### config.mk
export PLATFORM = sky130hd
export DESIGN_NAME = tdeg_front
export DESIGN_NICKNAME = d
export VERILOG_FILES = /design/src/rtl/tdeg_pkg.sv /design/src/rtl/tdeg_front.sv
export SDC_FILE = /design/constraint.sdc
export NUM_CORES = 1
export LEC_CHECK = 0
export ABC_AREA = 1
export BUFFER_PORTS_ARGS = -buffer_cell sky130_fd_sc_hd__buf_2
export CAP_MARGIN = 10
export CORE_MARGIN = 4
export CORE_UTILIZATION = 40
export CTS_BUF_LIST = sky130_fd_sc_hd__clkbuf_4 sky130_fd_sc_hd__clkbuf_8 sky130_fd_sc_hd__clkbuf_16
export DETAILED_ROUTE_END_ITERATION = 6
export GPL_ROUTABILITY_DRIVEN = 0
export GPL_TIMING_DRIVEN = 0
export PLACE_DENSITY_LB_ADDON = 0.1
export SLEW_MARGIN = 20
export SYNTH_ARGS = -nofsm -noshare
export SYNTH_HDL_FRONTEND = slang
export SYNTH_SLANG_ARGS = --single-unit
### constraint.sdc
create_clock -name clk_i -period 17.26 [get_ports clk_i]
set_clock_uncertainty 0.2 [all_clocks]
set_input_delay 0.863 -clock clk_i [delete_from_list [all_inputs] [get_ports clk_i]]
set_output_delay 0.863 -clock clk_i [all_outputs]
set_load 0.1 [all_outputs]
### src/rtl/tdeg_pkg.sv
// shared types, register-file map and op sequence for the triangle deformation energy block
// depends on nothing; used by tdeg_front, tdeg_back and the top level
`timescale 1ns / 1ps

package tdeg_pkg;

  localparam int unsigned FRAC_BITS_DEF = 16;
  localparam int unsigned NUM_WORDS     = 10;
  localparam int unsigned IN_W          = 320;
  localparam int unsigned OUT_W         = 416;
  localparam int unsigned ACC_W         = 68;
  localparam int unsigned PROD_W        = 66;
  localparam int unsigned STEP_W        = 7;
  localparam longint      S32_MAX       = 64'sd2147483647;
  localparam longint      S32_MIN       = -64'sd2147483648;

  typedef struct packed {
    logic [NUM_WORDS-1:0][31:0] word;
    logic                       last;
  } item_t;

  // register file map
  localparam logic [4:0] R_F0X = 5'd0;
  localparam logic [4:0] R_F0Y = 5'd1;
  localparam logic [4:0] R_F0Z = 5'd2;
  localparam logic [4:0] R_F1X = 5'd3;
  localparam logic [4:0] R_F1Y = 5'd4;
  localparam logic [4:0] R_F1Z = 5'd5;
  localparam logic [4:0] R_MA  = 5'd6;
  localparam logic [4:0] R_MB  = 5'd7;
  localparam logic [4:0] R_MD  = 5'd8;
  localparam logic [4:0] R_W   = 5'd9;
  localparam logic [4:0] R_S00 = 5'd10;
  localparam logic [4:0] R_S01 = 5'd11;
  localparam logic [4:0] R_S11 = 5'd12;
  localparam logic [4:0] R_P00 = 5'd13;
  localparam logic [4:0] R_P01 = 5'd14;
  localparam logic [4:0] R_P10 = 5'd15;
  localparam logic [4:0] R_P11 = 5'd16;
  localparam logic [4:0] R_A00 = 5'd17;
  localparam logic [4:0] R_A01 = 5'd18;
  localparam logic [4:0] R_A11 = 5'd19;
  localparam logic [4:0] R_TR  = 5'd20;
  localparam logic [4:0] R_N00 = 5'd21;
  localparam logic [4:0] R_N01 = 5'd22;
  localparam logic [4:0] R_N11 = 5'd23;
  localparam logic [4:0] R_C0X = 5'd24;
  localparam logic [4:0] R_C0Y = 5'd25;
  localparam logic [4:0] R_C0Z = 5'd26;
  localparam logic [4:0] R_C1X = 5'd27;
  localparam logic [4:0] R_C1Y = 5'd28;
  localparam logic [4:0] R_C1Z = 5'd29;
  localparam int unsigned RF_DEPTH = 30;

  // result slots
  localparam logic [3:0] OI_V0X = 4'd0;
  localparam logic [3:0] OI_V0Y = 4'd1;
  localparam logic [3:0] OI_V0Z = 4'd2;
  localparam logic [3:0] OI_V1X = 4'd3;
  localparam logic [3:0] OI_V1Y = 4'd4;
  localparam logic [3:0] OI_V1Z = 4'd5;
  localparam logic [3:0] OI_V2X = 4'd6;
  localparam logic [3:0] OI_V2Y = 4'd7;
  localparam logic [3:0] OI_V2Z = 4'd8;
  localparam logic [3:0] OI_DET = 4'd9;

  typedef enum logic [1:0] {B_MEM, B_ONE, B_TWO, B_GAIN} bsel_e;

  typedef struct packed {
    logic [4:0] a;
    logic [4:0] b;
    bsel_e      bsel;
    logic       first;
    logic       raw;
    logic       neg;
    logic       dbl;
    logic       wr;
    logic       oe;
    logic       fin;
    logic [4:0] dst;
    logic [3:0] oi;
  } op_t;

  localparam logic [6:0] F_NONE  = 7'h00;
  localparam logic [6:0] F_FIRST = 7'h40;
  localparam logic [6:0] F_RAW   = 7'h20;
  localparam logic [6:0] F_NEG   = 7'h10;
  localparam logic [6:0] F_DBL   = 7'h08;
  localparam logic [6:0] F_WR    = 7'h04;
  localparam logic [6:0] F_OUT   = 7'h02;
  localparam logic [6:0] F_FIN   = 7'h01;

  function automatic op_t mk(input logic [4:0] a, input logic [4:0] b, input bsel_e bs,
                             input logic [6:0] fl, input logic [4:0] dst,
                             input logic [3:0] oi);
    op_t o;
    o.a     = a;
    o.b     = b;
    o.bsel  = bs;
    o.first = fl[6];
    o.raw   = fl[5];
    o.neg   = fl[4];
    o.dbl   = fl[3];
    o.wr    = fl[2];
    o.oe    = fl[1];
    o.fin   = fl[0];
    o.dst   = dst;
    o.oi    = oi;
    return o;
  endfunction

  function automatic op_t op_at(input logic [STEP_W-1:0] s);
    op_t o;
    case (s)
      // edge gram matrix
      7'd0:  o = mk(R_F0X, R_F0X, B_MEM, F_FIRST, R_F0X, OI_V0X);
      7'd1:  o = mk(R_F0Y, R_F0Y, B_MEM, F_NONE, R_F0X, OI_V0X);
      7'd2:  o = mk(R_F0Z, R_F0Z, B_MEM, F_WR, R_S00, OI_V0X);
      7'd3:  o = mk(R_F0X, R_F1X, B_MEM, F_FIRST, R_F0X, OI_V0X);
      7'd4:  o = mk(R_F0Y, R_F1Y, B_MEM, F_NONE, R_F0X, OI_V0X);
      7'd5:  o = mk(R_F0Z, R_F1Z, B_MEM, F_WR, R_S01, OI_V0X);
      7'd6:  o = mk(R_F1X, R_F1X, B_MEM, F_FIRST, R_F0X, OI_V0X);
      7'd7:  o = mk(R_F1Y, R_F1Y, B_MEM, F_NONE, R_F0X, OI_V0X);
      7'd8:  o = mk(R_F1Z, R_F1Z, B_MEM, F_WR, R_S11, OI_V0X);
      // metric sandwich into a
      7'd9:  o = mk(R_MA, R_S00, B_MEM, F_FIRST, R_F0X, OI_V0X);
      7'd10: o = mk(R_MB, R_S01, B_MEM, F_WR, R_P00, OI_V0X);
      7'd11: o = mk(R_MA, R_S01, B_MEM, F_FIRST, R_F0X, OI_V0X);
      7'd12: o = mk(R_MB, R_S11, B_MEM, F_WR, R_P01, OI_V0X);
      7'd13: o = mk(R_MB, R_S00, B_MEM, F_FIRST, R_F0X, OI_V0X);
      7'd14: o = mk(R_MD, R_S01, B_MEM, F_WR, R_P10, OI_V0X);
      7'd15: o = mk(R_MB, R_S01, B_MEM, F_FIRST, R_F0X, OI_V0X);
      7'd16: o = mk(R_MD, R_S11, B_MEM, F_WR, R_P11, OI_V0X);
      7'd17: o = mk(R_P00, R_MA, B_MEM, F_FIRST, R_F0X, OI_V0X);
      7'd18: o = mk(R_P01, R_MB, B_MEM, F_WR, R_A00, OI_V0X);
      7'd19: o = mk(R_P00, R_MB, B_MEM, F_FIRST, R_F0X, OI_V0X);
      7'd20: o = mk(R_P01, R_MD, B_MEM, F_WR, R_A01, OI_V0X);
      7'd21: o = mk(R_P10, R_MB, B_MEM, F_FIRST, R_F0X, OI_V0X);
      7'd22: o = mk(R_P11, R_MD, B_MEM, F_WR, R_A11, OI_V0X);
      // trace and energy derivative
      7'd23: o = mk(R_A00, R_F0X, B_ONE, F_FIRST, R_F0X, OI_V0X);
      7'd24: o = mk(R_A11, R_F0X, B_ONE, F_WR, R_TR, OI_V0X);
      7'd25: o = mk(R_TR, R_F0X, B_ONE, F_FIRST, R_F0X, OI_V0X);
      7'd26: o = mk(R_A11, R_F0X, B_TWO, F_NEG | F_WR, R_S00, OI_V0X);
      7'd27: o = mk(R_A01, R_F0X, B_ONE, F_FIRST | F_DBL | F_WR, R_S01, OI_V0X);
      7'd28: o = mk(R_TR, R_F0X, B_ONE, F_FIRST, R_F0X, OI_V0X);
      7'd29: o = mk(R_A00, R_F0X, B_TWO, F_NEG | F_WR, R_S11, OI_V0X);
      // metric sandwich into n
      7'd30: o = mk(R_MA, R_S00, B_MEM, F_FIRST, R_F0X, OI_V0X);
      7'd31: o = mk(R_MB, R_S01, B_MEM, F_WR, R_P00, OI_V0X);
      7'd32: o = mk(R_MA, R_S01, B_MEM, F_FIRST, R_F0X, OI_V0X);
      7'd33: o = mk(R_MB, R_S11, B_MEM, F_WR, R_P01, OI_V0X);
      7'd34: o = mk(R_MB, R_S00, B_MEM, F_FIRST, R_F0X, OI_V0X);
      7'd35: o = mk(R_MD, R_S01, B_MEM, F_WR, R_P10, OI_V0X);
      7'd36: o = mk(R_MB, R_S01, B_MEM, F_FIRST, R_F0X, OI_V0X);
      7'd37: o = mk(R_MD, R_S11, B_MEM, F_WR, R_P11, OI_V0X);
      7'd38: o = mk(R_P00, R_MA, B_MEM, F_FIRST, R_F0X, OI_V0X);
      7'd39: o = mk(R_P01, R_MB, B_MEM, F_WR, R_N00, OI_V0X);
      7'd40: o = mk(R_P00, R_MB, B_MEM, F_FIRST, R_F0X, OI_V0X);
      7'd41: o = mk(R_P01, R_MD, B_MEM, F_WR, R_N01, OI_V0X);
      7'd42: o = mk(R_P10, R_MB, B_MEM, F_FIRST, R_F0X, OI_V0X);
      7'd43: o = mk(R_P11, R_MD, B_MEM, F_WR, R_N11, OI_V0X);
      // d = 2 f n
      7'd44: o = mk(R_F0X, R_N00, B_MEM, F_FIRST, R_F0X, OI_V0X);
      7'd45: o = mk(R_F1X, R_N01, B_MEM, F_DBL | F_WR, R_C0X, OI_V0X);
      7'd46: o = mk(R_F0X, R_N01, B_MEM, F_FIRST, R_F0X, OI_V0X);
      7'd47: o = mk(R_F1X, R_N11, B_MEM, F_DBL | F_WR, R_C1X, OI_V0X);
      7'd48: o = mk(R_F0Y, R_N00, B_MEM, F_FIRST, R_F0X, OI_V0X);
      7'd49: o = mk(R_F1Y, R_N01, B_MEM, F_DBL | F_WR, R_C0Y, OI_V0X);
      7'd50: o = mk(R_F0Y, R_N01, B_MEM, F_FIRST, R_F0X, OI_V0X);
      7'd51: o = mk(R_F1Y, R_N11, B_MEM, F_DBL | F_WR, R_C1Y, OI_V0X);
      7'd52: o = mk(R_F0Z, R_N00, B_MEM, F_FIRST, R_F0X, OI_V0X);
      7'd53: o = mk(R_F1Z, R_N01, B_MEM, F_DBL | F_WR, R_C0Z, OI_V0X);
      7'd54: o = mk(R_F0Z, R_N01, B_MEM, F_FIRST, R_F0X, OI_V0X);
      7'd55: o = mk(R_F1Z, R_N11, B_MEM, F_DBL | F_WR, R_C1Z, OI_V0X);
      // weight and gain
      7'd56: o = mk(R_C0X, R_W, B_MEM, F_FIRST | F_WR, R_C0X, OI_V0X);
      7'd57: o = mk(R_C0X, R_W, B_GAIN, F_FIRST | F_WR | F_OUT, R_C0X, OI_V1X);
      7'd58: o = mk(R_C0Y, R_W, B_MEM, F_FIRST | F_WR, R_C0Y, OI_V0X);
      7'd59: o = mk(R_C0Y, R_W, B_GAIN, F_FIRST | F_WR | F_OUT, R_C0Y, OI_V1Y);
      7'd60: o = mk(R_C0Z, R_W, B_MEM, F_FIRST | F_WR, R_C0Z, OI_V0X);
      7'd61: o = mk(R_C0Z, R_W, B_GAIN, F_FIRST | F_WR | F_OUT, R_C0Z, OI_V1Z);
      7'd62: o = mk(R_C1X, R_W, B_MEM, F_FIRST | F_WR, R_C1X, OI_V0X);
      7'd63: o = mk(R_C1X, R_W, B_GAIN, F_FIRST | F_WR | F_OUT, R_C1X, OI_V2X);
      7'd64: o = mk(R_C1Y, R_W, B_MEM, F_FIRST | F_WR, R_C1Y, OI_V0X);
      7'd65: o = mk(R_C1Y, R_W, B_GAIN, F_FIRST | F_WR | F_OUT, R_C1Y, OI_V2Y);
      7'd66: o = mk(R_C1Z, R_W, B_MEM, F_FIRST | F_WR, R_C1Z, OI_V0X);
      7'd67: o = mk(R_C1Z, R_W, B_GAIN, F_FIRST | F_WR | F_OUT, R_C1Z, OI_V2Z);
      // vertex 0
      7'd68: o = mk(R_C0X, R_F0X, B_ONE, F_FIRST | F_NEG, R_F0X, OI_V0X);
      7'd69: o = mk(R_C1X, R_F0X, B_ONE, F_NEG | F_OUT, R_F0X, OI_V0X);
      7'd70: o = mk(R_C0Y, R_F0X, B_ONE, F_FIRST | F_NEG, R_F0X, OI_V0X);
      7'd71: o = mk(R_C1Y, R_F0X, B_ONE, F_NEG | F_OUT, R_F0X, OI_V0Y);
      7'd72: o = mk(R_C0Z, R_F0X, B_ONE, F_FIRST | F_NEG, R_F0X, OI_V0X);
      7'd73: o = mk(R_C1Z, R_F0X, B_ONE, F_NEG | F_OUT, R_F0X, OI_V0Z);
      // determinant, then trace squared left in the accumulator
      7'd74: o = mk(R_A00, R_A11, B_MEM, F_FIRST | F_RAW, R_F0X, OI_V0X);
      7'd75: o = mk(R_A01, R_A01, B_MEM, F_RAW | F_NEG | F_OUT, R_F0X, OI_DET);
      7'd76: o = mk(R_TR, R_TR, B_MEM, F_FIRST | F_RAW | F_FIN, R_F0X, OI_V0X);
      default: o = mk(R_F0X, R_F0X, B_ONE, F_FIRST | F_FIN, R_F0X, OI_V0X);
    endcase
    return o;
  endfunction

  // round(+-mag * w / 2^s) half away from zero, saturated, from the two partial products
  function automatic logic [63:0] mul_wide(input logic [63:0] phi, input logic [63:0] plo,
                                           input logic neg, input int unsigned s);
    logic [64:0] t;
    logic        ovf;
    logic [63:0] r;
    ovf = (phi >> (31 + s)) != 64'd0;
    t   = ({1'b0, phi} << (32 - s)) + (({1'b0, plo} + (65'd1 << (s - 1))) >> s);
    if (ovf) begin
      r = neg ? 64'h8000_0000_0000_0000 : 64'h7fff_ffff_ffff_ffff;
    end else if (!neg && t > 65'h0_7fff_ffff_ffff_ffff) begin
      r = 64'h7fff_ffff_ffff_ffff;
    end else if (neg && t > 65'h0_8000_0000_0000_0000) begin
      r = 64'h8000_0000_0000_0000;
    end else begin
      r = neg ? (64'd0 - t[63:0]) : t[63:0];
    end
    return r;
  endfunction

endpackage

### src/rtl/tdeg_front.sv
// input side: takes triangle items from the stream and queues them for the datapath
// depends on tdeg_pkg
`timescale 1ns / 1ps

module tdeg_front import tdeg_pkg::*; (
  input  logic            clk_i,
  input  logic            rst_ni,
  input  logic            s_axis_tvalid,
  output logic            s_axis_tready,
  input  logic [IN_W-1:0] s_axis_tdata,
  input  logic            s_axis_tlast,
  output item_t           item_o,
  output logic            item_valid_o,
  input  logic            item_pop_i
);

  localparam int unsigned DEPTH = 2;

  item_t      q_mem [DEPTH];
  logic       wr_ptr_q, wr_ptr_d;
  logic       rd_ptr_q, rd_ptr_d;
  logic [1:0] cnt_q, cnt_d;
  logic       push, pop;
  item_t      item_in;

  assign item_in.word = s_axis_tdata;
  assign item_in.last = s_axis_tlast;

  assign s_axis_tready = cnt_q != 2'(DEPTH);
  assign push          = s_axis_tvalid && s_axis_tready;
  assign pop           = item_pop_i && item_valid_o;
  assign item_valid_o  = cnt_q != 2'd0;
  assign item_o        = q_mem[rd_ptr_q];

  always_comb begin
    wr_ptr_d = push ? ~wr_ptr_q : wr_ptr_q;
    rd_ptr_d = pop ? ~rd_ptr_q : rd_ptr_q;
    cnt_d    = cnt_q + 2'(push) - 2'(pop);
  end

  always_ff @(posedge clk_i) begin
    if (push) begin
      q_mem[wr_ptr_q] <= item_in;
    end
  end

  always_ff @(posedge clk_i or negedge rst_ni) begin
    if (!rst_ni) begin
      wr_ptr_q <= 1'b0;
      rd_ptr_q <= 1'b0;
      cnt_q    <= 2'd0;
    end else begin
      wr_ptr_q <= wr_ptr_d;
      rd_ptr_q <= rd_ptr_d;
      cnt_q    <= cnt_d;
    end
  end

endmodule

==> results of run 1 <==
[repair_timing]
action | in CTS | in global routing
hold buffers | 1 | 0
buffers inserted | 0 | 0
hold endpoints to repair | 4 | 0
[path summary, 6_finish.rpt]
path                       cells after the start                  from                       to
hold reg to reg                                2  wr_ptr_q$_DFFE_PN0N_     wr_ptr_q$_DFFE_PN0N_
setup reg to reg                               5    cnt_q[1]$_DFF_PN0_  q_mem[0][137]$_DFFE_PP_
max in group asynchronous                      2                rst_ni     wr_ptr_q$_DFFE_PN0N_
hold / removal                                 1     s_axis_tdata[188]  q_mem[1][189]$_DFFE_PP_
setup / recovery                               7  rd_ptr_q$_DFFE_PN0P_              item_o[147]
min in group asynchronous                      2                rst_ni       cnt_q[0]$_DFF_PN0_
[layer usage]
layer,share of wire [%],global-route usage [%],routed length [um],vias up
li1,-,-,-,7304
met3,9.0,7.98,5900,116
met1,37,22.7,24100,7176
met5,0.23,0,148,-
met2,51,34.6,33500,482
met4,2.6,6.28,1710,22
[cell families (layout without fill, tap and decap cells)]
| logic type | after synthesis | after routing | share of synthesized area (%) |
|---|---|---|---|
| simple gates | 980 | 980 | 15.6 |
| flops | 646 | 646 | 82.0 |
| buf+inv | 80 | 868 | 2.34 |
| fa+ha+maj | 2 | 2 | 0.106 |
| other cells | 0 | 16 | 0 |
[cells in the final DEF, fill, tap and decap left out]
cell	netlist	routed
sky130_fd_sc_hd__inv_4	1	1
sky130_fd_sc_hd__clkbuf_1	3	3
sky130_fd_sc_hd__edfxtp_1	642	642
sky130_fd_sc_hd__nor2_4	0	1
sky130_fd_sc_hd__inv_6	0	4
sky130_fd_sc_hd__clkinv_2	0	7
sky130_fd_sc_hd__buf_2	33	680
sky130_fd_sc_hd__bufinv_16	0	1
sky130_fd_sc_hd__ha_1	2	2
sky130_fd_sc_hd__nand3_1	3	3
sky130_fd_sc_hd__inv_8	0	1
sky130_fd_sc_hd__dfrtp_1	4	4
sky130_fd_sc_hd__nand2_1	976	976
sky130_fd_sc_hd__buf_4	14	14
sky130_fd_sc_hd__inv_1	8	7
sky130_fd_sc_hd__buf_16	0	13
sky130_fd_sc_hd__diode_2	0	16
sky130_fd_sc_hd__clkbuf_8	0	1
sky130_fd_sc_hd__clkbuf_16	0	73
sky130_fd_sc_hd__dlygate4sd3_1	0	1
sky130_fd_sc_hd__clkbuf_4	0	23
sky130_fd_sc_hd__buf_6	21	21
sky130_fd_sc_hd__clkinv_1	0	11
sky130_fd_sc_hd__buf_12	0	7
[through the flow]
stage               hold slack (ns)  setup slack, ns
finish                        0.243            13.83
global route                  0.201            13.65
CTS                           0.197            13.69
detailed placement            0.264            14.30
global placement              0.254            -6.84
floorplan                     0.242             1.43
[state kept, by name, summed over array words and instances (netlist names)]
name / flops
q_mem: 642
rd_ptr_q: 1
wr_ptr_q: 1
cnt_q: 2
[cell type report]
class / instances / area [um^2]
inverters: 9 / 43.8
clock inverters: 23 / 141
plain buffers: 71 / 518
fillers: 5056 / 27600
clock buffers: 97 / 2010
diodes: 16 / 40.0
flip-flops and latches: 646 / 19400
multi-input cells: 982 / 3710
repair buffers: 668 / 3750
well taps: 765 / 957
==> reports/qor.txt, run 1 <==
Outcome = finished clean
CTS tree = built
Share of the clock period used by the worst path = 19.9%
Type of the worst setup path = flip-flop to output port
Crit-path slowest cell = sky130_fd_sc_hd__buf_2
Count of buffers inserted at the top-level ports = 647
Global-route congestion overflow total = 0
Post-synthesis to final-layout area growth = 29.2%
Cells along the critical path = buf_4 -> inv_4 -> buf_6 -> buf_6 -> nand2_1 -> nand2_1 -> buf_2
Hold Fails Final Rpt = 0
Area of the die = 0.0631 mm^2
Max-cap viol count = 0
Vias after detailed routing = 15100
Critical Path Max Stage Delay = 0.47 ns
Largest delay contributor family on the critical path = buffers and inverters
Drt pass-1 iters = 4
Synthesized instance count = 1708
TritonCTS buffer count = 70
Effective utilization at floorplan = 40.7%
Detailed-route wire length = 65300 um
Max FO, Critical Path = 10
Gr usage total = 20.0%
Final setup TNS = 0 ns
Data arrival time at the worst-slack endpoint = 2.37 ns
Cells resized by post-CTS repair = 0
Register area share after synthesis = 82.0%
First DRT Iteration DRCs = 872
Internal reg-to-reg setup slack = 14.76 ns
Element type at the critical path end = output port
Clock transition at the registers of the reported paths = 0.06 ns
Post-synth top area cell = sky130_fd_sc_hd__edfxtp_1
# DRC = 0
Core outline area = 0.0581 mm^2
Nets@finish = 2775
Number of buffer and inverter instances along the worst setup path = 5
Data required time of the worst path = 16.20 ns
Via count of the first global-routing pass = 14900
Wire length of the first global-routing pass = 94000 um
Most used standard cells in the synthesized netlist = sky130_fd_sc_hd__nand2_1, sky130_fd_sc_hd__edfxtp_1, sky130_fd_sc_hd__buf_2
Worst slew slack as a fraction of its limit = 61.2%
Share of final-layout standard cells stronger than drive strength 1 = 33.9%
Number of warnings issued by yosys = 0
CTS HTree Levels = 3
Longest Clk Path Bufs = 3
Async set or reset register ratio after synthesis = 0.619%
Layout Utilization = 52.6%
Pin slew with the least headroom to its limit = 0.586 ns
Post-Layout Cell Count = 3277
Synth area leaders = sky130_fd_sc_hd__edfxtp_1, sky130_fd_sc_hd__nand2_1, sky130_fd_sc_hd__buf_6, sky130_fd_sc_hd__buf_2, sky130_fd_sc_hd__buf_4
Min-delay worst type = primary input to flip-flop
Cells after DPL = 3140
TritonCTS sink count = 646
Setup repair after global routing missed its margin = no
Highest Clock Rate = 0.291 GHz
Routed wire length per instance = 19.9 um
Seq cells post-synth = 646
Standard cell area after detailed placement = 0.0283 mm^2
Number of setup violations in the final report = 0
Number of rows created at floorplan = 88
Number of nets with antenna violations after routing = 0
Cell with the most instances after synthesis = sky130_fd_sc_hd__nand2_1
Width of the chip = 251 um
Synthesized area per cell = 13.8 um^2
Prevailing post-synth register cell = sky130_fd_sc_hd__edfxtp_1
Min Tclk post-route = 3.43 ns
Synthesized area = 0.0236 mm^2
Antenna violations before repair = 27
Post-Synthesis Net Count = 2035
Via-to-Cell Ratio = 4.61
Clock latency at the later pin of the worst-skew pair = 0.59 ns
Clock Root Buffer = sky130_fd_sc_hd__clkbuf_16
Die Span Y = 251 um
Number of pins with negative max-slew slack in the final report = 0
Synth top area share = 81.5%
Post-synth EDFFs = 642
Total non-filler cell area in the finished layout = 0.0306 mm^2
Startpoint type of the worst setup path = flip-flop
Post-synth cell types = 12
HPWL Detailed = 47800 um
Maximum number of pins on one net before global-route repair = 78
Total I/O pin count = 648
Power of run 1 is not shown: default switching activity piles up to over one toggle a cycle in this logic, so the estimate is an artifact.
==> inputs of run 2 (changes only) <==
==> constraint.sdc (replaced) <==
create_clock -name clk_i -period 3.1 [get_ports clk_i]
set_clock_uncertainty 0.2 [all_clocks]
set_input_delay 0.155 -clock clk_i [delete_from_list [all_inputs] [get_ports clk_i]]
set_output_delay 0.155 -clock clk_i [all_outputs]
set_load 0.1 [all_outputs]
==> run 2 against run 1 <==
Effect of this change:
- setup slack worse by 14 ns
- first-iteration DRC count is 1.9% higher
- die area did not move
- final cell count grew 10%
- utilization up 6.1 points
- non-clock buffer count is 334 higher
- design area rose by 12%
- register-to-register slack worse by 14 ns
- flip-flop and latch count stayed put
- critical endpoint is now item_o[268]
- highest routed layer is now met4
- via count is 9.1% higher
- critical path depth did not move
- largest cell class unchanged
==> reports/qor.txt, run 2 (synthesis gave the netlist of run 1 again) <==
Min Tclk post-route = 2.82 ns
Outcome = finished clean
Number of nets with antenna violations after routing = 0
Number of setup violations in the final report = 0
# Post-CTS Setup Buffers = 0
Highest Clock Rate = 0.355 GHz
Commonest non-fill, non-tap cells in the layout = sky130_fd_sc_hd__nand2_1, sky130_fd_sc_hd__buf_2, sky130_fd_sc_hd__edfxtp_1
Maximum number of pins on one net before global-route repair = 32
Data required time of the worst path = 2.74 ns
Antenna violations before repair = 11
Vias after detailed routing = 16500
Max-cap viol count = 0
Number of rows created at floorplan = 88
Cells along the critical path = buf_4 -> inv_4 -> buf_6 -> buf_6 -> nand2_1 -> nand2_1 -> buf_2
Die Span Y = 251 um
Largest regs = q_mem x642, cnt_q x2
Most flops, register = q_mem
Width of the chip = 251 um
First DRT Iteration DRCs = 889
Number of flip-flops under the largest register name = 642
Clock latency at the later pin of the worst-skew pair = 0.59 ns
Nets@finish = 3109
Gr usage total = 21.2%
Number of pins with negative max-slew slack in the final report = 0
Via count of the first global-routing pass = 17100
Setup repair after global routing missed its margin = no
Core outline area = 0.0581 mm^2
Via-to-Cell Ratio = 4.56
Max FO, Critical Path = 10
Min-delay worst type = primary input to flip-flop
Startpoint type of the worst setup path = flip-flop
Share of final-layout standard cells stronger than drive strength 1 = 30.4%
Hold Fails Final Rpt = 0
Detailed-route wire length = 68600 um
Crit-path slowest cell = sky130_fd_sc_hd__buf_2
TritonCTS buffer count = 70
Count of buffers inserted at the top-level ports = 647
Area of the die = 0.0631 mm^2
Longest Clk Path Bufs = 3
CTS HTree Levels = 3
Clock Root Buffer = sky130_fd_sc_hd__clkbuf_16
Clock transition at the registers of the reported paths = 0.06 ns
# DRC = 0
CTS tree = built
Worst slew slack as a fraction of its limit = 60.7%
Pin slew with the least headroom to its limit = 0.594 ns
Min Hold Slack = 0.0775 ns
Drt pass-1 iters = 5
Type of the worst setup path = flip-flop to output port
HPWL Detailed = 49700 um
Most frequent standard cell in the layout excluding fill and tap cells = sky130_fd_sc_hd__nand2_1
Cells resized by post-CTS repair = 0
Critical Path Max Stage Delay = 0.49 ns
Wire length of the first global-routing pass = 102000 um
Element type at the critical path end = output port
Post-synthesis to final-layout area growth = 44.2%
Routed wire length per instance = 19.0 um
TritonCTS sink count = 646
Data arrival time at the worst-slack endpoint = 2.46 ns
Total I/O pin count = 648
Share of the clock period used by the worst path = 90.9%
Global-route congestion overflow total = 0
Effective utilization at floorplan = 40.7%
-- run 2: layout make-up --
type | count | area (um^2)
inverter | 9 | 40.0
antenna | 15 | 37.5
tap | 765 | 957
clock buffer | 90 | 1940
sequential | 646 | 19400
timing repair buffer | 1002 | 7190
clock inverter | 35 | 279
fill | 4741 | 24100
multi-input combinational | 982 | 3750
buffer | 71 | 518
-- run 2: final timing paths --
kind | start | to | slack [ns] | depth (start not counted)
max reg2reg | cnt_q[1]$_DFF_PN0_ | q_mem[1][150]$_DFFE_PP_ | 0.35 | 9
min reg2reg | wr_ptr_q$_DFFE_PN0N_ | wr_ptr_q$_DFFE_PN0N_ | 0.29 | 2
max in group asynchronous | rst_ni | cnt_q[1]$_DFF_PN0_ | 2.18 | 3
min | s_axis_tdata[285] | q_mem[0][286]$_DFFE_PP_ | 0.08 | 2
max | rd_ptr_q$_DFFE_PN0P_ | item_o[268] | 0.28 | 7
min in group asynchronous | rst_ni | wr_ptr_q$_DFFE_PN0N_ | 0.32 | 3
-- run 2: what timing repair did --
| action | 4_1_cts | 5_1_grt |
|---|---|---|
| setup endpoints to repair | 0 | 0 |
| hold buffers | 325 | 0 |
| hold endpoints to repair | 657 | 0 |
-- run 2: routing by layer --
layer,wire [um],vias to the layer above,track usage [%]
met2,34800,567,36.8
li1,-,7967,-
met4,2790,0,8.21
met3,5680,140,7.21
met1,25400,7806,24.2
met5,0,-,0
-- run 2: critical path: cells and delay by family (launching register included) --
kind,cells,cell delay (ns)
AND/OR/NAND/NOR,2,0.27
buffers and inverters,5,1.23
flip-flops,1,0.35
-- run 2: per-stage QoR --
| step | TNS (ns) | setup WS, ns | instances | util (%) | area (um^2) |
|---|---|---|---|---|---|
| 3_5_place_dp | 0 | 0.316 | 3150 | 49.2 | 28600 |
| 3_3_place_gp | -3846.27 | -6.22 | 3120 | 48.0 | 27900 |
| 2_1_floorplan | -1944.91 | -3.03 | 1708 | - | 23700 |
| 5_1_grt | 0 | 0.115 | 3607 | 58.6 | 34100 |
| 4_1_cts | 0 | 0.185 | 3600 | 58.6 | 34000 |
| 6_report | 0 | 0.281 | 3615 | 58.6 | 34100 |
Power of run 2 is left out for the same reason.
==> inputs of run 3 (changes only) <==
--- a/config.mk
+++ b/config.mk
@@ -10,7 +10,7 @@
 export CAP_MARGIN = 10
 export CORE_MARGIN = 4
 export CORE_UTILIZATION = 40
-export CTS_BUF_LIST = sky130_fd_sc_hd__clkbuf_4 sky130_fd_sc_hd__clkbuf_8 sky130_fd_sc_hd__clkbuf_16
+export CTS_BUF_LIST = sky130_fd_sc_hd__clkbuf_2
 export DETAILED_ROUTE_END_ITERATION = 6
 export GPL_ROUTABILITY_DRIVEN = 0
 export GPL_TIMING_DRIVEN = 0
==> constraint.sdc (replaced) <==
create_clock -name clk_i -period 3.45 [get_ports clk_i]
set_clock_uncertainty 0.2 [all_clocks]
set_input_delay 0.1725 -clock clk_i [delete_from_list [all_inputs] [get_ports clk_i]]
set_output_delay 0.1725 -clock clk_i [all_outputs]
set_load 0.1 [all_outputs]
==> run 3 against run 2 <==
Effect of this change:
- the flow now stops in clock tree synthesis
- synthesized cell count did not move
- area after synthesis is the same
==> reports/qor.txt, run 3 <==
Outcome = did not finish
Cell with the most instances after synthesis = sky130_fd_sc_hd__nand2_1
Effective utilization at floorplan = 40.7%
Synthesized area per cell = 13.8 um^2
Post-synth cell types = 12
Number of rows created at floorplan = 88
Seq cells post-synth = 646
Clock Root Buffer = sky130_fd_sc_hd__clkbuf_2
Post-Synthesis Net Count = 2035
Cells resized by post-CTS repair = 306
Most used standard cells in the synthesized netlist = sky130_fd_sc_hd__nand2_1, sky130_fd_sc_hd__edfxtp_1, sky130_fd_sc_hd__buf_2
First error in the log = [ERROR RSZ-0060] Max buffer count reached.
Width of the chip = 251 um
Post-synth top area cell = sky130_fd_sc_hd__edfxtp_1
CTS hold repair buffers = 684
Register area share after synthesis = 82.0%
Number of warnings issued by yosys = 0
Longest Clk Path Bufs = 3
Prevailing post-synth register cell = sky130_fd_sc_hd__edfxtp_1
Synth area leaders = sky130_fd_sc_hd__edfxtp_1, sky130_fd_sc_hd__nand2_1, sky130_fd_sc_hd__buf_6, sky130_fd_sc_hd__buf_2, sky130_fd_sc_hd__buf_4
Synthesized area = 0.0236 mm^2
Synth top area share = 81.5%
Post-Place Worst Slack = 0.666 ns
Total I/O pin count = 648
Die Span Y = 251 um
HPWL Detailed = 49700 um
Count of buffers inserted at the top-level ports = 647
Async set or reset register ratio after synthesis = 0.619%
# Post-CTS Setup Buffers = 0
Stopping stage = clock tree synthesis
TritonCTS buffer count = 165
CTS HTree Levels = 4
Post-synth EDFFs = 642
Synthesized instance count = 1708
TritonCTS sink count = 646
[run 3: cell counts after synthesis]
No cell type changed its count.
[run 3: kinds of logic after synthesis]
kind of cell / share of synthesized area, %
buf+inv: 2.34
flops: 82.0
fa+ha+maj: 0.106
simple gates: 15.6
[run 3: per-stage QoR]
step	TNS (ns)	instances	utilization, %	cell area, um^2
after global placement	-3621.57	3120	48.0	27900
after detailed placement	0	3150	49.2	28600
after floorplan	-1720.21	1708	-	23700
==> inputs of run 4 (changes only) <==
--- a/config.mk
+++ b/config.mk
@@ -9,12 +9,11 @@
 export BUFFER_PORTS_ARGS = -buffer_cell sky130_fd_sc_hd__buf_2
 export CAP_MARGIN = 10
 export CORE_MARGIN = 4
-export CORE_UTILIZATION = 40
-export CTS_BUF_LIST = sky130_fd_sc_hd__clkbuf_2
+export CORE_UTILIZATION = 25
 export DETAILED_ROUTE_END_ITERATION = 6
 export GPL_ROUTABILITY_DRIVEN = 0
 export GPL_TIMING_DRIVEN = 0
-export PLACE_DENSITY_LB_ADDON = 0.1
+export PLACE_DENSITY_LB_ADDON = 0.15
 export SLEW_MARGIN = 20
 export SYNTH_ARGS = -nofsm -noshare
 export SYNTH_HDL_FRONTEND = slang
==> run 4 against run 3 <==
Effect of this change:
- the run now ends clean
==> reports/qor.txt, run 4 (synthesis gave the netlist of run 1 again) <==
Share of final-layout standard cells stronger than drive strength 1 = 30.0%
Origin of the critical flop-to-flop path = cnt_q[1]$_DFF_PN0_
CTS tree = built
Hold Path Depth = 2
Die Span Y = 316 um
Worst R2R End = q_mem[1][173]$_DFFE_PP_
Commonest non-fill, non-tap cells in the layout = sky130_fd_sc_hd__nand2_1, sky130_fd_sc_hd__buf_2, sky130_fd_sc_hd__edfxtp_1
CTS hold repair buffers = 325
Vias after detailed routing = 16300
Pin slew with the least headroom to its limit = 0.769 ns
Number of buffer and inverter instances along the worst setup path = 7
Setup repair after global routing missed its margin = no
Most numerous cell on the critical path = sky130_fd_sc_hd__buf_16
Longest Clk Path Bufs = 3
Min-delay worst type = primary input to flip-flop
Area of the die = 0.0995 mm^2
HPWL Detailed = 53800 um
Number of flip-flops under the largest register name = 642
Outcome = finished clean
Total I/O pin count = 648
Count of buffers inserted at the top-level ports = 647
Crit-path slowest cell = sky130_fd_sc_hd__nor2_4
Gr usage total = 14.2%
Effective utilization at floorplan = 25.3%
CTS HTree Levels = 3
Detailed-route wire length = 73200 um
Drt pass-1 iters = 4
Final setup TNS = 0 ns
Data required time of the worst path = 3.57 ns
Origin of the worst min-delay path = s_axis_tdata[304]
Number of nets with antenna violations after routing = 0
Number of setup violations in the final report = 0
# DRC = 0
Clock transition at the registers of the reported paths = 0.05 ns
Highest Clock Rate = 0.317 GHz
Worst slew slack as a fraction of its limit = 48.6%
TritonCTS sink count = 646
Cell count of the worst reg-to-reg path = 10
Largest delay contributor family on the critical path = buffers and inverters
Width of the chip = 316 um
# Post-CTS Setup Buffers = 0
Nets@finish = 3116
Most frequent standard cell in the layout excluding fill and tap cells = sky130_fd_sc_hd__nand2_1
Via-to-Cell Ratio = 3.97
Layout Utilization = 37.2%
Clock Root Buffer = sky130_fd_sc_hd__clkbuf_16
Share of the clock period used by the worst path = 91.5%
Global-route congestion overflow total = 0
Max-cap viol count = 0
Core outline area = 0.0936 mm^2
Min Tclk post-route = 3.16 ns
Max FO, Critical Path = 22
Number of rows created at floorplan = 112
Via count of the first global-routing pass = 17000
Wire length of the first global-routing pass = 107000 um
TritonCTS buffer count = 77
Cells resized by post-CTS repair = 0
Post-synthesis to final-layout area growth = 47.2%
Element type at the critical path end = flip-flop
Clock latency at the later pin of the worst-skew pair = 0.61 ns
Type of the worst setup path = flip-flop to flip-flop
Most flops, register = q_mem
Largest regs = q_mem x642, cnt_q x2
Antenna violations before repair = 4
Startpoint type of the worst setup path = flip-flop
First DRT Iteration DRCs = 694
Data arrival time at the worst-slack endpoint = 3.27 ns
Hold Fails Final Rpt = 0
Hold Path Sink = q_mem[0][305]$_DFFE_PP_
Number of pins with negative max-slew slack in the final report = 0
Maximum number of pins on one net before global-route repair = 31
Cells along the critical path = nand2_8 -> nand2_2 -> nor2_4 -> buf_12 -> buf_16 -> buf_12 -> buf_16 -> buf_16 -> buf_16 -> buf_16
Critical Path Max Stage Delay = 0.62 ns
Internal reg-to-reg setup slack = 0.29 ns
Routed wire length per instance = 17.8 um
==> run 4: worst max-delay path by stage <==
stage               slack (ns)          startpoint                 endpoint  cells past startpoint
global route              0.15  cnt_q[0]$_DFF_PN0_  q_mem[1][173]$_DFFE_PP_                     11
CTS                       0.24  cnt_q[1]$_DFF_PN0_  q_mem[1][177]$_DFFE_PP_                     10
detailed placement        0.27  cnt_q[1]$_DFF_PN0_  q_mem[1][173]$_DFFE_PP_                     10
floorplan                -2.68  cnt_q[1]$_DFF_PN0_    q_mem[1][0]$_DFFE_PP_                      3
finish                    0.29  cnt_q[1]$_DFF_PN0_  q_mem[1][173]$_DFFE_PP_                     10
global placement         -6.38  cnt_q[0]$_DFF_PN0_  q_mem[0][143]$_DFFE_PP_                      4
==> run 4: routing by layer <==
| metal | part of all wire, % | up-vias | global-route usage (%) |
|---|---|---|---|
| met5 | 0.015 | - | 0 |
| met4 | 2.1 | 2 | 3.81 |
| met3 | 6.6 | 100 | 4.28 |
| met2 | 54 | 402 | 26.9 |
| met1 | 37 | 7816 | 15.4 |
| li1 | - | 7970 | - |
==> run 4: area by class of cell <==
class | instances | area [um^2]
fill | 9187 | 58800
sequential | 646 | 19400
timing repair buffer | 1002 | 7170
multi-input combinational | 982 | 3750
clock buffer | 100 | 2100
tap | 1254 | 1570
buffer | 71 | 518
clock inverter | 39 | 264
inverter | 9 | 40.0
antenna | 3 | 7.51
==> run 4: through the flow <==
| stage | instance area, um^2 | setup WS, ns | hold WS [ns] | std cells |
|---|---|---|---|---|
| floorplan | 23700 | -2.68 | -0.323 | 1708 |
| global placement | 28500 | -6.38 | -0.213 | 3609 |
| detailed placement | 29200 | 0.274 | -0.210 | 3639 |
| CTS | 34800 | 0.244 | 0.00200 | 4103 |
| global route | 34800 | 0.148 | 0.0243 | 4104 |
| finish | 34800 | 0.294 | 0.0756 | 4106 |
Power of run 4 is left out for the same reason.
